File: src/sv/mwm_pkg.sv
//------------------------------------------------------------------------------
// mwm_pkg
// Shared constants, types and the CORDIC arctangent table of the wheel mixer.
//------------------------------------------------------------------------------
`default_nettype none
package mwm_pkg;

  localparam int CordicStagesDefault = 16;
  localparam int CordicStagesMax     = 24;
  localparam int GuardBits           = 8;
  localparam logic signed [31:0] GainQ30 = 32'sd652032874;

  // Register byte addresses
  localparam logic [1:0] AddrFieldOriented = 2'd0;

  // CORDIC vector width: Q1.15 plus guard bits plus growth
  localparam int VecW = 28;
  localparam int AngW = 33;

  typedef logic signed [VecW-1:0] vec_t;
  typedef logic signed [AngW-1:0] ang_t;

  // Arctangent of 2^-i, 2^32 = full turn, rounded to nearest
  function automatic ang_t atan_lut(input logic [4:0] i);
    ang_t a;
    case (i)
      5'd0:  a = 33'sd536870912;
      5'd1:  a = 33'sd316933406;
      5'd2:  a = 33'sd167458907;
      5'd3:  a = 33'sd85004756;
      5'd4:  a = 33'sd42667331;
      5'd5:  a = 33'sd21354465;
      5'd6:  a = 33'sd10679838;
      5'd7:  a = 33'sd5340245;
      5'd8:  a = 33'sd2670163;
      5'd9:  a = 33'sd1335087;
      5'd10: a = 33'sd667544;
      5'd11: a = 33'sd333772;
      5'd12: a = 33'sd166886;
      5'd13: a = 33'sd83443;
      5'd14: a = 33'sd41721;
      5'd15: a = 33'sd20861;
      5'd16: a = 33'sd10430;
      5'd17: a = 33'sd5215;
      5'd18: a = 33'sd2608;
      5'd19: a = 33'sd1304;
      5'd20: a = 33'sd652;
      5'd21: a = 33'sd326;
      5'd22: a = 33'sd163;
      5'd23: a = 33'sd81;
      default: a = '0;
    endcase
    return a;
  endfunction

endpackage
`default_nettype wire

File: src/sv/mwm_sqrt.sv
//------------------------------------------------------------------------------
// mwm_sqrt
// Pipelined floor integer square root, one result bit per stage.
//------------------------------------------------------------------------------
`default_nettype none
module mwm_sqrt
  import mwm_pkg::*;
#(
  parameter int SIDE_W = 68
) (
  input  wire logic              clk,
  input  wire logic              rst,
  input  wire logic              in_valid,
  input  wire logic [33:0]       in_v,
  input  wire logic [SIDE_W-1:0] in_side,
  output logic                   out_valid,
  output logic [16:0]            out_root,
  output logic [SIDE_W-1:0]      out_side
);

  localparam int B = 17;

  logic              vld  [B+1];
  logic [33:0]       rem  [B+1];
  logic [16:0]       root [B+1];
  logic [SIDE_W-1:0] side [B+1];

  assign vld[0]  = in_valid;
  assign rem[0]  = in_v;
  assign root[0] = '0;
  assign side[0] = in_side;

  // Bit-by-bit square root by trial squaring, MSB first
  for (genvar i = 0; i < B; i++) begin : g_bit
    localparam int K = B - 1 - i;
    logic [33:0] trial;
    logic [33:0] cand;
    assign cand  = {17'd0, root[i] | (17'd1 << K)};
    assign trial = cand * cand;
    always_ff @(posedge clk) begin
      if (rst) begin
        vld[i+1] <= 1'b0;
      end else begin
        vld[i+1] <= vld[i];
      end
      rem[i+1]  <= rem[i];
      side[i+1] <= side[i];
      root[i+1] <= (trial <= rem[i]) ? cand[16:0] : root[i];
    end
  end

  assign out_valid = vld[B];
  assign out_root  = root[B];
  assign out_side  = side[B];

endmodule
`default_nettype wire

File: config.mk
export PLATFORM = sky130hd
export DESIGN_NAME = mwm_sqrt
export DESIGN_NICKNAME = d
export VERILOG_FILES = /design/src/sv/mwm_pkg.sv /design/src/sv/mwm_sqrt.sv
export SDC_FILE = /design/constraint.sdc
export NUM_CORES = 2
export LEC_CHECK = 0
export BUFFER_PORTS_ARGS = -buffer_cell sky130_fd_sc_hd__buf_2
export CELL_PAD_IN_SITES_DETAIL_PLACEMENT = 1
export CELL_PAD_IN_SITES_GLOBAL_PLACEMENT = 2
export CORE_ASPECT_RATIO = 1.5
export CORE_MARGIN = 4
export CORE_UTILIZATION = 39
export DETAILED_ROUTE_END_ITERATION = 8
export GPL_TIMING_DRIVEN = 0
export HOLD_SLACK_MARGIN = 0.03
export PLACE_DENSITY_LB_ADDON = 0.1
export SYNTH_ARGS = -nofsm -noshare
export SYNTH_HDL_FRONTEND = slang
export SYNTH_SLANG_ARGS = --single-unit
File: constraint.sdc
create_clock -name clk -period 7.44 [get_ports clk]
set_clock_uncertainty 0.1 [all_clocks]
set_input_delay 0.372 -clock clk [delete_from_list [all_inputs] [get_ports clk]]
set_output_delay 0.372 -clock clk [all_outputs]
set_load 0.01 [all_outputs]
# ---- Word level (Yosys, flattened, before mapping)
# Index checks and enable logic that the tools add are counted.
dict set report op_classes {
  n_mul 16
  magnitude_cmp 17
  n_mux 1
}
# cell n
set op_table {}
lappend op_table {{$le A34 B34 Y1} 16}
lappend op_table {{$mul A17 B17 Y34} 16}
lappend op_table {{$le A33 B34 Y1 const A} 1}
lappend op_table {{$mux W17} 1}
dict set report word_totals {
  register_bits 2006
}

# ---- Depth between registers and ports, before layout
dict set report depth {
  word_depth 2
  mapped_depth 32
  depth_no_buf 31
}

# ---- Worst setup path before layout
# No wires, ideal clock.
dict set report synth_path {
  path_kind {register -> register}
  from {register root (netlist bit g_bit[14].cand[12])}
  to {register root (netlist bit g_bit[15].cand[2])}
  arrival_time_ns 6.998
  required_ns 7.216
  setup_slack_ns 0.218
  path_stages_with_launch 27
  path_buffers 1
  synth_period_minus_slack_ns 7.222
  path_cell_list {dfxtp_1 -> clkbuf_1 -> and2_1 -> inv_1 -> fa_1 -> fa_1 -> inv_1 -> fa_1 -> fa_1 -> fa_1 -> inv_1 -> fa_1 -> inv_1 -> ha_1 -> a21oi_1 -> o21ai_0 -> a2111oi_4 -> nor4_1 -> nor3_2 -> o21ai_2 -> a2111o_1 -> o2111ai_1 -> ha_1 -> nand4_1 -> or4_1 -> o21ai_0 -> o21ai_0}
}
dict set report synth_via {
  elab_chain_len 2
}
# element line_no
set synth_rtl {}
lappend synth_rtl {{from (decl)} mwm_sqrt.sv:25} ;# logic [16:0] root [B+1];
lappend synth_rtl {{from (signal, indexed assignment)} mwm_sqrt.sv:48} ;# root[i+1] <= (trial <= rem[i]) ? cand[16:0] : root[i];
lappend synth_rtl {{$mul A17 B17 Y34} mwm_sqrt.sv:39} ;# assign trial = cand * cand;
lappend synth_rtl {{$le A34 B34 Y1} mwm_sqrt.sv:48}
# No other way between the ends.
# A chain may end at the register's enable or synchronous reset.

# ---- Worst setup path in the final report
dict set report layout_path {
  from {register root (netlist bit g_bit[15].cand[11])}
  to {register root (netlist bit g_bit[16].cand[1])}
}
# The elaborated chain is that of the path after synthesis.

==> flow_summary.yaml <==
status:
  status: "finished clean"
floorplan:
  fp.dieArea_um2: 251000
  die_h_um: 612
  initial_core_util: 0.392
  core-area_um2: 242000
  ios: 191
  die_w_um: 410
  row_count: 221
synthesis:
  yosysWarnings: 0
  synth-edff-count: 0
  syn_area_um2: 94800
  seq_area_frac_synth: 0.395
  synth.distinct_cells: 83
  syn_avg_cell_area_um2: 11.3
  synth.area.top_cells: "dfxtp_1 40%, fa_1 21%, ha_1 17%"
  ys_async_sr_fraction: 0
  synth_fp_nets: 10700
  ys_seq_elements: 1870
  yosys.area.top_type: "dfxtp_1"
  synth_top_area_share: 0.395
  ys.flop_type: "dfxtp_1"
  netlist_instances: 8374
setup_path:
  worstPathMaxFanout: 4
  rr_startpoint: "g_bit[15].cand[11]$_DFF_P_"
  r2r_setup_slack_ps: 100
  critPathMostFrequentCell: "fa_1"
  crit_type: "reg2reg"
  cpPeakStageDelay_ps: 520
  cp-end-kind: "flip-flop"
  crit_required_ps: 8000
  rr_worst_depth: 31
  crit_start: "g_bit[15].cand[11]$_DFF_P_"
  crit_slowest_cell: "fa_1"
  start_kind: "flip-flop"
  crit_arrival_ps: 7900
  cp-endpoint: "g_bit[16].cand[1]$_SDFF_PP1_"
  r2r-end: "g_bit[16].cand[1]$_SDFF_PP1_"
timing:
  hold_viol: 0
  slew-limit-headroom: 0.528
  fin_crit_sh: 0.986
  clock.fmax_mhz: 136
  finalMaxSlewViolations: 0
  min_period_ps: 7340
  fin_tns_setup_ps: 0
  tightest_slew_ps: 701
  finalSetupViolCount: 0
  grt_setup_unrepaired: "yes"
global_route:
  grt_pass1_wl_um: 380000
  grt_pass1_vias: 66800
  grt_overflow: 0
  antenna_found_initial: 18
  grt_usage: 0.196
  grt_max_degree: 19
drt:
  postRouteAntennaNets: 0
  dr.pass1.iters: 4
  wl_per_cell_um: 19.6
  viasPerCell: 4.63
  route.detailed.drc: 0
  drt_wl_total_um: 244000
  vias: 57800
  drt-initial-drc-count: 1605
clock_tree:
  clkLatencyLatePin_ps: 860
  cts.clk_slew.worst_paths_ps: 70
  clock-root-buffer: "clkbuf_16"
  cts_tree: "built"
  h-tree-depth: 4
  numCtsBuffers: 179
  cts.sinks: 1870
  clockBufferDepth: 4
cells_and_area:
  drive_gt1_frac: 0.149
  syn_to_final_growth_pct: 18.9
  layout.nets: 11500
  fin_util: 0.466
  final_cells: 12500
flow_run:
  drv_cap: 0
place:
  placed_cells: 11800
  portBuffers: 190
  gp_congestion: 0.827
  hpwl_um: 195000
hold_path:
  min_path_type: "in2reg"
-- cells by family (layout without fill, tap and decap cells) --
logic type                 count (synthesis)  after routing  synth area share
adders and majority gates               2245           2245             0.375
DFF                                     1870           1870             0.395
buffers and inverters                   1854           2723            0.0762
and+or+nand+nor                         1354           1354            0.0728
AOI/OAI and AO/OA                        725            725            0.0506
xor gates and xnor gates                 310            310            0.0286
muxes                                     16             16           0.00189
other                                      0              3                 0
-- layout by cell type (no fill, tap or decap), types with 77 or more instances in the layout --
cell type,Yosys,layout
clkbuf_16,0,194
nor2_1,255,206
buf_4,68,288
nand4_1,77,77
and2_1,303,287
buf_2,2,193
dlygate4sd3_1,0,137
fa_1,992,966
o21ai_0,123,89
nand2_1,374,366
dfxtp_4,0,83
a21oi_1,213,177
xnor2_1,256,241
inv_1,1675,1624
ha_1,1253,1200
a21o_1,180,180
dfxtp_1,1870,1770
-- metrics by stage --
| stage | area (um2) | hold slack [ps] | worst slack [ps] |
|---|---|---|---|
| 2_1_floorplan | 94800 | 210 | 218 |
| 3_3_place_gp | 99800 | 209 | -2350 |
| 3_5_place_dp | 99800 | 213 | -2530 |
| 4_1_cts | 111000 | 31.8 | -159 |
| 5_1_grt | 113000 | 35.3 | -131 |
| 6_report | 113000 | 80.6 | 101 |
-- synth_stat cells (11+ instances only) --
| library cell | n |
|---|---|
| xor2_1 | 54 |
| clkbuf_1 | 102 |
| a31oi_1 | 11 |
| o31ai_1 | 18 |
| ha_1 | 1253 |
| nor2_1 | 255 |
| a21boi_0 | 11 |
| nor2b_1 | 68 |
| o21bai_1 | 24 |
| a21o_1 | 180 |
| nand2b_1 | 30 |
| o21a_1 | 25 |
| nor3_1 | 40 |
| nand4_1 | 77 |
| a21oi_1 | 213 |
| a211oi_1 | 22 |
| nand3_1 | 51 |
| nand2_1 | 374 |
| buf_4 | 68 |
| dfxtp_1 | 1870 |
| fa_1 | 992 |
| and2_1 | 303 |
| o211ai_1 | 11 |
| o21ai_0 | 123 |
| xnor2_1 | 256 |
| inv_1 | 1675 |
| or2_2 | 29 |
| nor4_1 | 57 |
| mux2_2 | 15 |
| and3_1 | 13 |
-- registers in the layout (all words and copies together), names as in the netlist --
name / cells
g_bit.cand: 136
out_root: 17
out_side: 68
out_valid: 1
rem: 544
side: 1088
vld: 16
-- timing repair --
item	4_1_cts	5_1_grt
endpoints found under the hold margin	120	0
resized for setup	594	359
setup endpoints to repair	9	9
hold buffers	137	0
setup buffers	127	105
cloned	0	1
pin swaps	72	221
-- worst max-delay path, delay by kind of cell, from the launching register on --
kind                     cells  cell delay [ps]
flip-flops                   1              390
adder cells (fa/ha/maj)      8             3470
AO/OA/AOI/OAI                7             1210
AND/OR/NAND/NOR              5              850
buffers and inverters       10              830
XOR/XNOR                     1              350
-- how the worst min path moves through the flow --
stage | from | endpoint | slack (ps) | cells past startpoint
global route | in_side[52] | side[1140]$_DFF_P_ | 40 | 2
floorplan | side[68]$_DFF_P_ | out_side[0]$_DFF_P_ | 210 | 0
CTS | in_side[8] | side[1096]$_DFF_P_ | 30 | 2
global placement | side[241]$_DFF_P_ | side[173]$_DFF_P_ | 210 | 0
finish | in_side[59] | side[1147]$_DFF_P_ | 80 | 2
detailed placement | side[83]$_DFF_P_ | out_side[15]$_DFF_P_ | 210 | 0
-- metal layers --
layer | up-vias | global-route usage | wire [um]
met5 | - | 0 | 0
met4 | 0 | 0.0639 | 8790
li1 | 27700 | - | -
met2 | 646 | 0.403 | 141000
met3 | 380 | 0.0185 | 5100
met1 | 29100 | 0.205 | 89800
-- cell type report --
type / instances / area (um2)
inverters: 1678 / 6440
fillers: 25600 / 129000
multi-input cells: 4650 / 52200
clock inverters: 82 / 1200
well taps: 3233 / 4050
plain buffers: 167 / 1660
clock buffers: 237 / 5100
repair buffers: 559 / 4230
diodes: 3 / 7.51
flip-flops and latches: 1870 / 37800
Power is not shown: default switching activity piles up to over one toggle a cycle in this logic, so the estimate is an artifact.
